<file path="config.mk">
export PLATFORM = sky130hd
export DESIGN_NAME = one_wire_temperature_sequencer
export DESIGN_NICKNAME = d
export VERILOG_FILES = /design/src/hdl/ows_pkg.sv /design/src/hdl/ows_apb.sv /design/src/hdl/ows_step.sv /design/src/hdl/ows_outq.sv /design/src/hdl/one_wire_temperature_sequencer.sv
export SDC_FILE = /design/constraint.sdc
export NUM_CORES = 1
export LEC_CHECK = 0
export ABC_CLOCK_PERIOD_IN_PS = 5700
export BUFFER_PORTS_ARGS = -buffer_cell sky130_fd_sc_hd__buf_2
export CORE_UTILIZATION = 45
export CTS_BUF_LIST = sky130_fd_sc_hd__clkbuf_8
export CTS_CLUSTER_DIAMETER = 40
export CTS_CLUSTER_SIZE = 16
export DETAILED_ROUTE_END_ITERATION = 10
export GPL_TIMING_DRIVEN = 0
export HOLD_SLACK_MARGIN = 0.08
export PLACE_DENSITY = 0.67
export SLEW_MARGIN = 25
export SYNTH_ARGS = -nofsm -noshare
export SYNTH_HDL_FRONTEND = slang
export SYNTH_HIERARCHICAL = 1
export SYNTH_SLANG_ARGS = --single-unit
</file>
<file path="constraint.sdc">
create_clock -name i_clk -period 5.7 [get_ports i_clk]
set_clock_uncertainty 0.1 [all_clocks]
set_input_delay 0.57 -clock i_clk [delete_from_list [all_inputs] [get_ports i_clk]]
set_output_delay 0.57 -clock i_clk [all_outputs]
set_load 0.03 [all_outputs]
</file>
<file path="src/hdl/ows_pkg.sv">
// Shared item types and fixed codes for the one-wire temperature sequencer.
`timescale 1ns / 1ps

package ows_pkg;

    // Input item: a timer tick or a completed UART slot with its echo.
    typedef struct packed {
        logic       kind;
        logic [7:0] echo_byte;
    } t_item;

    // Result item: a slot command or a temperature reading.
    typedef struct packed {
        logic        out_kind;
        logic        slow_baud;
        logic [7:0]  tx_byte;
        logic [11:0] temperature;
        logic        last;
    } t_res;

    // Results raised by one input item, at most two, in delivery order.
    typedef struct packed {
        logic valid0;
        logic valid1;
        t_res res0;
        t_res res1;
    } t_push;

    // Input item kinds.
    localparam logic KIND_TICK = 1'b0;
    localparam logic KIND_DONE = 1'b1;

    // Result item kinds.
    localparam logic OUT_SLOT = 1'b0;
    localparam logic OUT_TEMP = 1'b1;

    // Configuration register indexes.
    localparam logic REG_WAIT_TICKS = 1'b0;

    // Reset value of the wait length register.
    localparam logic [7:0] WAIT_TICKS_RESET = 8'd2;

endpackage

</file>
<file path="src/hdl/ows_apb.sv">
// APB-style configuration register holding the conversion wait length.
`timescale 1ns / 1ps

module ows_apb (
    input  logic        i_clk,
    input  logic        i_rst_n,
    input  logic        psel,
    input  logic        penable,
    input  logic        pwrite,
    input  logic [2:0]  paddr,
    input  logic [31:0] pwdata,
    output logic [31:0] prdata,
    output logic        pready,
    output logic [7:0]  o_wait_ticks
);

    logic [7:0] r_wait_ticks;
    logic       w_write;

    // The port never inserts wait states.
    assign pready  = 1'b1;
    assign w_write = psel && penable && pwrite && pready;

    // Register write on the access cycle.
    always_ff @(posedge i_clk) begin
        if (!i_rst_n) begin
            r_wait_ticks <= ows_pkg::WAIT_TICKS_RESET;
        end else if (w_write && paddr[2] == ows_pkg::REG_WAIT_TICKS) begin
            r_wait_ticks <= pwdata[7:0];
        end
    end

    // Read back; addresses beyond the register read as zero.
    always_comb begin
        prdata = '0;
        if (paddr[2] == ows_pkg::REG_WAIT_TICKS) begin
            prdata = {24'd0, r_wait_ticks};
        end
    end

    assign o_wait_ticks = r_wait_ticks;

endmodule

</file>
<file path="src/hdl/ows_step.sv">
// Bus sequencing state and the per-item next-state and result logic.
`timescale 1ns / 1ps

module ows_step #(
    parameter int READ_BYTES = 9,
    parameter int TEMP_BITS  = 12
) (
    input  logic                i_clk,
    input  logic                i_rst_n,
    input  logic                i_take,
    input  ows_pkg::t_item      i_item,
    input  logic [7:0]          i_wait_ticks,
    output ows_pkg::t_push      o_push
);

    typedef enum logic [3:0] {
        PH_IDLE = 4'b0001,
        PH_PREP = 4'b0010,
        PH_WAIT = 4'b0100,
        PH_READ = 4'b1000
    } t_phase;

    // Slot layout: reset, eight skip-ROM bits, eight function bits, then reads.
    localparam logic [6:0]  CMD_END  = 7'd17;
    localparam logic [6:0]  READ_END = 7'(17 + 8 * READ_BYTES);
    localparam logic [6:0]  KEEP_END = 7'd33;
    localparam logic [6:0]  ROM_LAST = 7'd8;
    localparam logic [15:0] TEMP_MASK = 16'((17'd1 << TEMP_BITS) - 17'd1);

    localparam logic [7:0] TX_RESET  = 8'hF0;
    localparam logic [7:0] SKIP_ROM  = 8'hCC;
    localparam logic [7:0] CONVERT   = 8'h44;
    localparam logic [7:0] READ_PAD  = 8'hBE;
    localparam logic [7:0] TX_ONE    = 8'hFF;
    localparam logic [7:0] TX_ZERO   = 8'h00;

    t_phase      r_phase, n_phase;
    logic [6:0]  r_idx, n_idx;
    logic        r_out, n_out;
    logic [7:0]  r_wcount, n_wcount;
    logic [15:0] r_shift, n_shift;
    logic [6:0]  w_idx_inc;
    logic [3:0]  w_bitpos;

    // Slot command for a given phase and slot position.
    function automatic ows_pkg::t_res slot_cmd(input logic is_prep, input logic [6:0] idx);
        logic [7:0]    cmd;
        logic [2:0]    pos;
        ows_pkg::t_res r;
        r          = '0;
        r.out_kind = ows_pkg::OUT_SLOT;
        r.last     = 1'b1;
        r.tx_byte  = TX_ONE;
        pos        = 3'(idx - 7'd1);
        if (idx == 7'd0 || (!is_prep && idx == READ_END)) begin
            r.slow_baud = 1'b1;
            r.tx_byte   = TX_RESET;
        end else if (idx < CMD_END) begin
            cmd       = (idx <= ROM_LAST) ? SKIP_ROM : (is_prep ? CONVERT : READ_PAD);
            r.tx_byte = cmd[pos] ? TX_ONE : TX_ZERO;
        end
        return r;
    endfunction

    assign w_idx_inc = r_idx + 7'd1;
    assign w_bitpos  = 4'(r_idx - CMD_END);

    // Next state and results for the item taken this cycle.
    always_comb begin
        n_phase  = r_phase;
        n_idx    = r_idx;
        n_out    = r_out;
        n_wcount = r_wcount;
        n_shift  = r_shift;
        o_push   = '0;
        if (i_take) begin
            if (i_item.kind == ows_pkg::KIND_TICK) begin
                unique case (r_phase)
                    PH_IDLE: begin
                        n_phase     = PH_PREP;
                        n_idx       = '0;
                        n_out       = 1'b1;
                        o_push.valid0 = 1'b1;
                        o_push.res0 = slot_cmd(1'b1, 7'd0);
                    end
                    PH_WAIT: begin
                        n_wcount = (r_wcount == 8'hFF) ? r_wcount : r_wcount + 8'd1;
                        if (n_wcount >= i_wait_ticks) begin
                            n_phase       = PH_READ;
                            n_idx         = '0;
                            n_shift       = '0;
                            n_out         = 1'b1;
                            o_push.valid0 = 1'b1;
                            o_push.res0   = slot_cmd(1'b0, 7'd0);
                        end
                    end
                    default: begin
                    end
                endcase
            end else if (r_out) begin
                n_out = 1'b0;
                unique case (r_phase)
                    PH_PREP: begin
                        if (w_idx_inc >= CMD_END) begin
                            n_phase  = PH_WAIT;
                            n_idx    = '0;
                            n_wcount = '0;
                        end else begin
                            n_idx         = w_idx_inc;
                            n_out         = 1'b1;
                            o_push.valid0 = 1'b1;
                            o_push.res0   = slot_cmd(1'b1, w_idx_inc);
                        end
                    end
                    PH_READ: begin
                        // Keep the first sixteen read bits; only an exact 0xFF echo is a one.
                        if (r_idx >= CMD_END && r_idx < READ_END && r_idx < KEEP_END
                                && i_item.echo_byte == TX_ONE) begin
                            n_shift[w_bitpos] = 1'b1;
                        end
                        if (r_idx >= READ_END) begin
                            n_phase       = PH_PREP;
                            n_idx         = '0;
                            n_out         = 1'b1;
                            o_push.valid0 = 1'b1;
                            o_push.res0   = slot_cmd(1'b1, 7'd0);
                        end else begin
                            n_idx         = w_idx_inc;
                            n_out         = 1'b1;
                            o_push.valid0 = 1'b1;
                            if (w_idx_inc == READ_END) begin
                                o_push.valid1 = 1'b1;
                                o_push.res0   = '0;
                                o_push.res0.out_kind    = ows_pkg::OUT_TEMP;
                                o_push.res0.temperature = n_shift[11:0] & TEMP_MASK[11:0];
                                o_push.res1   = slot_cmd(1'b0, w_idx_inc);
                            end else begin
                                o_push.res0   = slot_cmd(1'b0, w_idx_inc);
                            end
                        end
                    end
                    default: begin
                    end
                endcase
            end
        end
    end

    // State registers.
    always_ff @(posedge i_clk) begin
        if (!i_rst_n) begin
            r_phase  <= PH_IDLE;
            r_idx    <= '0;
            r_out    <= 1'b0;
            r_wcount <= '0;
            r_shift  <= '0;
        end else begin
            r_phase  <= n_phase;
            r_idx    <= n_idx;
            r_out    <= n_out;
            r_wcount <= n_wcount;
            r_shift  <= n_shift;
        end
    end

`ifndef SYNTHESIS
    // No slot is ever in flight during the conversion wait.
    a_wait_quiet: assert property (@(posedge i_clk) disable iff (!i_rst_n)
        !(r_out && r_phase == PH_WAIT))
        else $error("slot outstanding while waiting");

    // A pair of results only arises at the end of the read slots.
    a_pair_read: assert property (@(posedge i_clk) disable iff (!i_rst_n)
        o_push.valid1 |-> (o_push.valid0 && r_phase == PH_READ && r_out))
        else $error("result pair outside read phase");

    // Once started, the sequencer never returns to idle.
    a_no_idle: assert property (@(posedge i_clk) disable iff (!i_rst_n)
        (r_phase != PH_IDLE) |=> (r_phase != PH_IDLE))
        else $error("sequencer fell back to idle");
`endif

endmodule

</file>
<file path="src/hdl/ows_outq.sv">
// Four-entry result queue that decouples the sequencer from the output channel.
`timescale 1ns / 1ps

module ows_outq (
    input  logic           i_clk,
    input  logic           i_rst_n,
    input  ows_pkg::t_push i_push,
    output logic           o_room,
    output logic           o_valid,
    input  logic           i_ready,
    output ows_pkg::t_res  o_res
);

    ows_pkg::t_res r_mem [4];
    logic [1:0]    r_wr;
    logic [1:0]    r_rd;
    logic [2:0]    r_count;
    logic [1:0]    w_npush;
    logic          w_pop;

    // An item may be taken whenever two results would still fit.
    assign o_room  = (r_count <= 3'd2);
    assign o_valid = (r_count != 3'd0);
    assign o_res   = r_mem[r_rd];
    assign w_pop   = o_valid && i_ready;
    assign w_npush = {1'b0, i_push.valid0} + {1'b0, i_push.valid1};

    // Result storage, written in order at the tail.
    always_ff @(posedge i_clk) begin
        if (i_push.valid0) begin
            r_mem[r_wr] <= i_push.res0;
        end
        if (i_push.valid1) begin
            r_mem[r_wr + 2'd1] <= i_push.res1;
        end
    end

    // Pointers and fill count.
    always_ff @(posedge i_clk) begin
        if (!i_rst_n) begin
            r_wr    <= '0;
            r_rd    <= '0;
            r_count <= '0;
        end else begin
            r_wr    <= r_wr + w_npush;
            r_rd    <= r_rd + {1'b0, w_pop};
            r_count <= r_count + {1'b0, w_npush} - {2'b00, w_pop};
        end
    end

`ifndef SYNTHESIS
    // The queue never overflows.
    a_no_over: assert property (@(posedge i_clk) disable iff (!i_rst_n)
        r_count <= 3'd4)
        else $error("result queue overflow");

    // A delivered result with nothing pushed lowers the count by one.
    a_pop_count: assert property (@(posedge i_clk) disable iff (!i_rst_n)
        (w_pop && w_npush == 2'd0) |=> (r_count == $past(r_count) - 3'd1))
        else $error("result queue count slip");
`endif

endmodule

</file>
<file path="src/hdl/one_wire_temperature_sequencer.sv">
// Top level of the one-wire temperature sequencer driving the bus through UART slots.
//
//   channel   direction  handshake               payload
//   input     in         i_in_valid/o_in_ready   i_in_item  (ows_pkg::t_item)
//   result    out        o_out_valid/i_out_ready o_out_item (ows_pkg::t_res)
//   config    in         psel/penable/pready     paddr, pwdata, prdata
//
// An item is taken in every cycle while the four-entry result queue has room
// for two results; each item is handled in the cycle it is taken.
// A result can leave the cycle after its item was taken; the queue sets the stall behaviour.
// Synchronous active-low reset puts the sequencer in idle and empties the queue.
// A stalled result channel stops intake once the queue holds three results.
`timescale 1ns / 1ps

module one_wire_temperature_sequencer #(
    parameter int READ_BYTES = 9,
    parameter int TEMP_BITS  = 12
) (
    input  logic           i_clk,
    input  logic           i_rst_n,
    input  logic           i_in_valid,
    output logic           o_in_ready,
    input  ows_pkg::t_item i_in_item,
    output logic           o_out_valid,
    input  logic           i_out_ready,
    output ows_pkg::t_res  o_out_item,
    input  logic           psel,
    input  logic           penable,
    input  logic           pwrite,
    input  logic [2:0]     paddr,
    input  logic [31:0]    pwdata,
    output logic [31:0]    prdata,
    output logic           pready
);

    logic           w_take;
    logic           w_room;
    logic [7:0]     w_wait_ticks;
    ows_pkg::t_push w_push;

    assign o_in_ready = w_room;
    assign w_take     = i_in_valid && w_room;

    // Configuration register.
    ows_apb u_apb (
        .i_clk        (i_clk),
        .i_rst_n      (i_rst_n),
        .psel         (psel),
        .penable      (penable),
        .pwrite       (pwrite),
        .paddr        (paddr),
        .pwdata       (pwdata),
        .prdata       (prdata),
        .pready       (pready),
        .o_wait_ticks (w_wait_ticks)
    );

    // Sequencer state and per-item logic.
    ows_step #(
        .READ_BYTES (READ_BYTES),
        .TEMP_BITS  (TEMP_BITS)
    ) u_step (
        .i_clk        (i_clk),
        .i_rst_n      (i_rst_n),
        .i_take       (w_take),
        .i_item       (i_in_item),
        .i_wait_ticks (w_wait_ticks),
        .o_push       (w_push)
    );

    // Result queue towards the output channel.
    ows_outq u_outq (
        .i_clk   (i_clk),
        .i_rst_n (i_rst_n),
        .i_push  (w_push),
        .o_room  (w_room),
        .o_valid (o_out_valid),
        .i_ready (i_out_ready),
        .o_res   (o_out_item)
    );

endmodule

</file>
==> flow_summary.toml, run 1 <==
[outcome]
status = "finished, violations left"
violations = "DRC"

[grt]
grt-ovfl-total = 0
grtUsageTotal = 0.186
grt_pass1_vias = 5401
antenna_found_initial = 0
grt_max_degree = 18
grt_pass1_wl_mm = 28.0

[cells_and_area]
fillers = 1611
final_cells = 1077
multi_input_area_um2 = 4210
area_growth_pct = 14.3
final-seq-area_um2 = 3700
nNetsFinal = 907
drive_gt1_frac = 0.393
fin_util = 0.531
n_antenna_cell = 0

[route]
wl_met3_um = 607
drtIter0Drc = 432
num_vias = 5707
drtAntennaViolNets = 0
drt_pass1_iterations = 8
wl_mm = 17.3
wl_met1_mm = 7.90
drc = 6
wl_per_cell_um = 16.1
dr_wl_met2_mm = 8.54
dr.max_layer_used = "met4"
routed_via_density = 5.30

[sta]
relSlewSlack = 0.489
min_period_ns = 5.31
finalHoldViolations = 0
clock.fmax_ghz = 0.188
min_period_over_period = 0.932
worstMarginPinSlew_ns = 0.767
drv_slew = 0
rsz0062_at_grt = "false"
setup-violations-final = 0

[yosys]
synth_area_um2 = 8460
synth.avg_cell_area_um2 = 11.8
synth-edff-count = 92
ys_types = 84
yosysSeqAreaShare = 0.438
syn_inst = 716
yosysWarnings = 6
synth-seq-cells = 139
async_reset_ff_frac = 0
ys.flop_type = "edfxtp_1"

[floorplan]
core_area_um2 = 18200
num_rows = 49
start_util = 0.465
die_y_um = 139
die_area_um2 = 19400
fp.dieW_um = 139
io_pins = 109

[hold_path]
min_path_type = "input pin to flop"

[clock_network]
htreeDepth = 4
clock_sinks = 139
cts_tree = "yes"
post_cts_resized = 0
clk_pin_slew_ns = 0.08
cts_root_buf = "clkbuf_8"
worstSkewPairLatency_ns = 0.45
hold_buffers = 0
post_cts_buffers = 0
cts.path.max_buffers = 2
cts_made_buffers = 17

[setup_path]
path_cells = "ha_1 -> nand2_1 -> or3_1 -> clkbuf_1 -> nand2b_1 -> or2_2 -> xnor2_1 -> ha_1 -> a211o_1 -> o211ai_1 -> o211ai_1 -> o211ai_4 -> buf_2 -> o21bai_1 -> inv_1 -> ha_1 -> inv_1 -> ha_1 -> inv_1 -> ha_1 -> fa_1 -> xnor3_1 -> nor2b_1"
crit_arrival_ns = 5.56
crit_fanout = 10
critPathTopFamily = "adder cells"
start_kind = "flop"
cp-end-kind = "flop"
cp_num_buf_inv = 5
slowest_delay_ns = 0.37
crit_top_cell = "ha_1"
setup.worst_path.class = "flop to flop"
required_ns = 5.95
crit_path_top_delay_cell = "fa_1"

[placement]
placed_cells_incl_taps = 1045
dp_hpwl_mm = 12.3
io_buffers = 57
gp_congestion = 0.875

[job]
cap_violations = 0

[pwr]
p_leak_nw = 3.73
power_density_nw_per_um2 = 256
peakVddDrop_v = 0.000149
-- kinds of logic after synthesis --
kind of cell,share of synthesized area
other cells,0.00133
simple gates,0.128
flops,0.438
mux,0.199
buf+inv,0.0863
compound gates,0.0987
xor+xnor,0.0167
fa+ha+maj,0.0319
-- metrics by stage --
stage / TNS, ns / hold WS [ns] / area, um2 / setup slack [ns] / power (mW)
global placement: -72.98 / 0.346 / 9180 / -1.40 / 1.79
finish: 0 / 0.261 / 9680 / 0.388 / 2.48
CTS: 0 / 0.229 / 9680 / 0.390 / 2.51
floorplan: 0 / 0.343 / 8610 / 0.464 / 1.65
detailed placement: 0 / 0.354 / 9330 / 0.416 / 1.80
global route: 0 / 0.234 / 9680 / 0.0115 / 2.59
-- worst register-to-register path, stage by stage, from the launching register on --
cell and delay (ns):
dfxtp_1 0.35, ha_1 0.25, nand2_1 0.15, or3_1 0.13
clkbuf_1 0.25, nand2b_1 0.18, or2_2 0.32, xnor2_1 0.22
ha_1 0.28, a211o_1 0.26, o211ai_1 0.09, o211ai_1 0.27
o211ai_4 0.34, buf_2 0.29, o21bai_1 0.18, inv_1 0.11
ha_1 0.31, inv_1 0.05, ha_1 0.26, inv_1 0.03
ha_1 0.18, fa_1 0.37, xnor3_1 0.20, nor2b_1 0.04
-- sequential cells by signal, indices dropped and copies added, names as in the netlist --
signal	cells
u_step/r_phase	4
u_step/r_wcount	8
u_apb/o_wait_ticks	8
u_step/r_shift	12
u_step/r_idx	7
u_outq/r_mem	92
u_outq/r_rd	2
u_step/r_out	1
u_outq/r_count	3
u_outq/r_wr	2
-- cell usage after synthesis (5+ instances only) --
cell type	number	area, um2
mux2i_1	10	100
or2_2	6	37.5
and2_1	10	62.6
o22ai_1	5	31.3
nand2b_1	9	56.3
nand2_1	46	173
buf_4	59	443
mux4_2	23	518
dfxtp_1	47	941
a21oi_1	21	105
o21ai_0	19	95.1
xnor2_1	6	52.6
and2b_2	8	70.1
nor2_1	38	143
buf_2	20	100
o211ai_1	7	52.6
xor2_1	5	43.8
mux2_2	92	1040
nor2b_1	7	43.8
inv_1	26	97.6
clkbuf_1	11	41.3
nor3_1	6	30.0
edfxtp_1	92	2760
a211o_1	5	43.8
a32o_1	15	150
nand4_1	7	43.8
ha_1	20	250
nand3_1	14	70.1
-- layout make-up --
| class | instances | area share |
|---|---|---|
| multi-input combinational | 495 | 0.435 |
| timing repair buffer | 61 | 0.0409 |
| clock buffer | 17 | 0.0242 |
| clock inverter | 15 | 0.0116 |
| buffer | 94 | 0.0650 |
| inverter | 27 | 0.0105 |
| tap | 229 | 0.0296 |
| sequential | 139 | 0.383 |
-- worst paths after layout --
| check | startpoint | end | slack, ns | cells past startpoint |
|---|---|---|---|---|
| worst min-delay path | pwdata[3] | u_apb/o_wait_ticks[3] | 0.26 | 3 |
| worst max-delay path | u_step/r_wcount[0] | u_outq/r_count[2] | 0.39 | 23 |
| worst min register to register | u_step/r_shift[8] | u_step/r_shift[8] | 0.37 | 1 |
| worst max register to register | u_step/r_wcount[0] | u_outq/r_count[2] | 0.39 | 23 |
-- layout by cell type (no fill, tap or decap), types with 17 or more instances in the layout --
master | Yosys | routed
conb_1 | 3 | 42
nand2_1 | 46 | 46
nor2_1 | 38 | 36
mux2_2 | 92 | 92
buf_4 | 59 | 59
inv_1 | 26 | 29
buf_2 | 20 | 77
edfxtp_1 | 92 | 92
o21ai_0 | 19 | 17
clkbuf_8 | 0 | 17
a21oi_1 | 21 | 21
mux4_2 | 23 | 23
ha_1 | 20 | 20
dfxtp_1 | 47 | 47
-- metal layers --
| layer | up-vias | track usage |
|---|---|---|
| met4 | 0 | 0.0602 |
| met5 | - | 0 |
| met1 | 2748 | 0.240 |
| met2 | 120 | 0.313 |
| met3 | 25 | 0.0369 |
| li1 | 2814 | - |
-- power by group --
part	total [mW]	switching, mW	internal (mW)	leakage [nW]
clock	0.703	0.369	0.335	0.180
sequential	1.14	0.0182	1.12	1.14
combinational	0.636	0.373	0.262	2.40
total	2.48	0.760	1.72	3.73
(Power assumes the default switching activity.)
==> inputs of run 2 (changes only) <==
--- a/config.mk
+++ b/config.mk
@@ -7,14 +7,17 @@
 export LEC_CHECK = 0
 export ABC_CLOCK_PERIOD_IN_PS = 5700
 export BUFFER_PORTS_ARGS = -buffer_cell sky130_fd_sc_hd__buf_2
-export CORE_UTILIZATION = 45
+export CELL_PAD_IN_SITES_DETAIL_PLACEMENT = 1
+export CELL_PAD_IN_SITES_GLOBAL_PLACEMENT = 2
+export CORE_UTILIZATION = 41
 export CTS_BUF_LIST = sky130_fd_sc_hd__clkbuf_8
 export CTS_CLUSTER_DIAMETER = 40
 export CTS_CLUSTER_SIZE = 16
 export DETAILED_ROUTE_END_ITERATION = 10
 export GPL_TIMING_DRIVEN = 0
 export HOLD_SLACK_MARGIN = 0.08
-export PLACE_DENSITY = 0.67
+export MAX_ROUTING_LAYER = met4
+export PLACE_DENSITY = 0.85
 export SLEW_MARGIN = 25
 export SYNTH_ARGS = -nofsm -noshare
 export SYNTH_HDL_FRONTEND = slang
==> constraint.sdc (replaced) <==
create_clock -name i_clk -period 5.7 [get_ports i_clk]
set_clock_uncertainty 0.1 [all_clocks]
set_input_delay 1.14 -clock i_clk [delete_from_list [all_inputs] [get_ports i_clk]]
set_output_delay 1.14 -clock i_clk [all_outputs]
set_load 0.03 [all_outputs]
==> flow_summary.toml, run 2 (same netlist as run 1, synthesis figures left out) <==
[grt]
antenna_found_initial = 0
grt-ovfl-total = 0
grt_max_degree = 18
grtUsageTotal = 0.210
grt_pass1_wl_mm = 33.9
grt_pass1_vias = 6474

[placement]
gp_congestion = 0.825
dp_hpwl_mm = 15.3
placed_cells_incl_taps = 1086
place_area_um2 = 9370
io_buffers = 57

[clock_network]
clock_sinks = 139
worstSkewPairLatency_ns = 0.44
htreeDepth = 4
hold_buffers = 0
cts_root_buf = "clkbuf_8"
clk_pin_slew_ns = 0.08
cts_made_buffers = 17
cts_tree = "yes"
post_cts_resized = 0
cts.path.max_buffers = 2

[cells_and_area]
largest-register = "u_outq/r_mem"
most-common-layout-cells = "mux2_2, edfxtp_1, buf_2, buf_4, dfxtp_1"
finalInstanceArea_um2 = 9770
n_antenna_cell = 0
drive_gt1_frac = 0.397
final_cells = 1119
reg_top3 = "u_outq/r_mem (92), u_step/r_shift (12)"
largest_register_ffs = 92
final-seq-area_um2 = 3700
fin_util = 0.483
fillers = 2166
area_growth_pct = 15.5
nNetsFinal = 908
multi_input_area_um2 = 4210

[pwr]
peakVddDrop_v = 0.000130
p_leak_nw = 3.75
power.total_mw = 2.59
power_density_nw_per_um2 = 266

[floorplan]
start_util = 0.418
die_area_um2 = 21200
die_y_um = 146
io_pins = 109
num_rows = 52
core_area_um2 = 20200
fp.dieW_um = 146

[sta]
min_period_over_period = 0.933
rsz0062_at_grt = "false"
drv_slew = 0
clock.fmax_ghz = 0.188
finalHoldViolations = 0
worstMarginPinSlew_ns = 0.773
relSlewSlack = 0.485
setup-violations-final = 0
min_period_ns = 5.32

[route]
wl_per_cell_um = 18.5
num_vias = 5905
wl_mm = 20.6
routed_via_density = 5.28
drtAntennaViolNets = 0
drt_pass1_iterations = 4
drc = 0
drtIter0Drc = 257

[setup_path]
crit_arrival_ns = 5.56
crit_fanout = 10
setup.worst_path.class = "flop to flop"
required_ns = 5.94
start_kind = "flop"
cp-end-kind = "flop"

[hold_path]
min_path_type = "flop to flop"

[job]
cap_violations = 0

[outcome]
status = "completed"
-- run 2: area by class of cell --
cell class | instances | area share
clock buffers | 17 | 0.0239
flip-flops and latches | 139 | 0.379
multi-input cells | 495 | 0.431
repair buffers | 62 | 0.0399
inverters | 27 | 0.0104
well taps | 270 | 0.0346
clock inverters | 15 | 0.0166
plain buffers | 94 | 0.0644
-- run 2: timing repair --
| action | CTS | global route |
|---|---|---|
| hold endpoints to repair | 0 | 0 |
| setup buffers | 0 | 1 |
| endpoints found under the setup margin | 0 | 1 |
-- run 2: through the flow --
step | setup TNS [ns] | hold slack (ns) | worst slack (ns)
3_5_place_dp | 0 | 0.360 | 0.347
6_report | 0 | 0.377 | 0.385
2_1_floorplan | 0 | 0.343 | 0.464
4_1_cts | 0 | 0.379 | 0.274
5_1_grt | 0 | 0.402 | 0.0639
3_3_place_gp | -83.90 | 0.347 | -1.55
-- run 2: worst paths after layout --
| path | startpoint | to | slack (ns) | cells after the start |
|---|---|---|---|---|
| max | u_step/r_wcount[0] | u_outq/r_count[2] | 0.38 | 23 |
| min | u_step/r_shift[8] | u_step/r_shift[8] | 0.38 | 1 |
| max reg2reg | u_step/r_wcount[0] | u_outq/r_count[2] | 0.38 | 23 |
| min reg2reg | u_step/r_shift[8] | u_step/r_shift[8] | 0.38 | 1 |
-- run 2: worst max-delay path, cell delays in order, from the launching register on --
cell and delay [ns]:
dfxtp_1 0.36, ha_1 0.26, nand2_1 0.14, or3_1 0.13, clkbuf_1 0.25, nand2b_1 0.18, or2_2 0.32, xnor2_1 0.21
ha_1 0.29, a211o_1 0.26, o211ai_1 0.10, o211ai_1 0.27, o211ai_4 0.29, buf_2 0.27, o21bai_1 0.18, inv_1 0.11
ha_1 0.31, inv_1 0.05, ha_1 0.26, inv_1 0.04, ha_1 0.20, fa_1 0.37, xnor3_1 0.22, nor2b_1 0.05
-- run 2: report_power, final --
| part | internal (mW) | total [mW] | switching [mW] |
|---|---|---|---|
| Sequential | 1.12 | 1.14 | 0.0199 |
| Combinational | 0.262 | 0.650 | 0.388 |
| Clock | 0.396 | 0.808 | 0.411 |
| Total | 1.78 | 2.59 | 0.819 |
-- run 2: layer usage --
| layer | wire length (um) | track usage | up-vias |
|---|---|---|---|
| met4 | 236 | 0.0537 | 0 |
| met2 | 11200 | 0.383 | 78 |
| li1 | - | - | 2809 |
| met3 | 398 | 0.0335 | 21 |
| met1 | 8830 | 0.237 | 2997 |
| met5 | 0 | - | - |
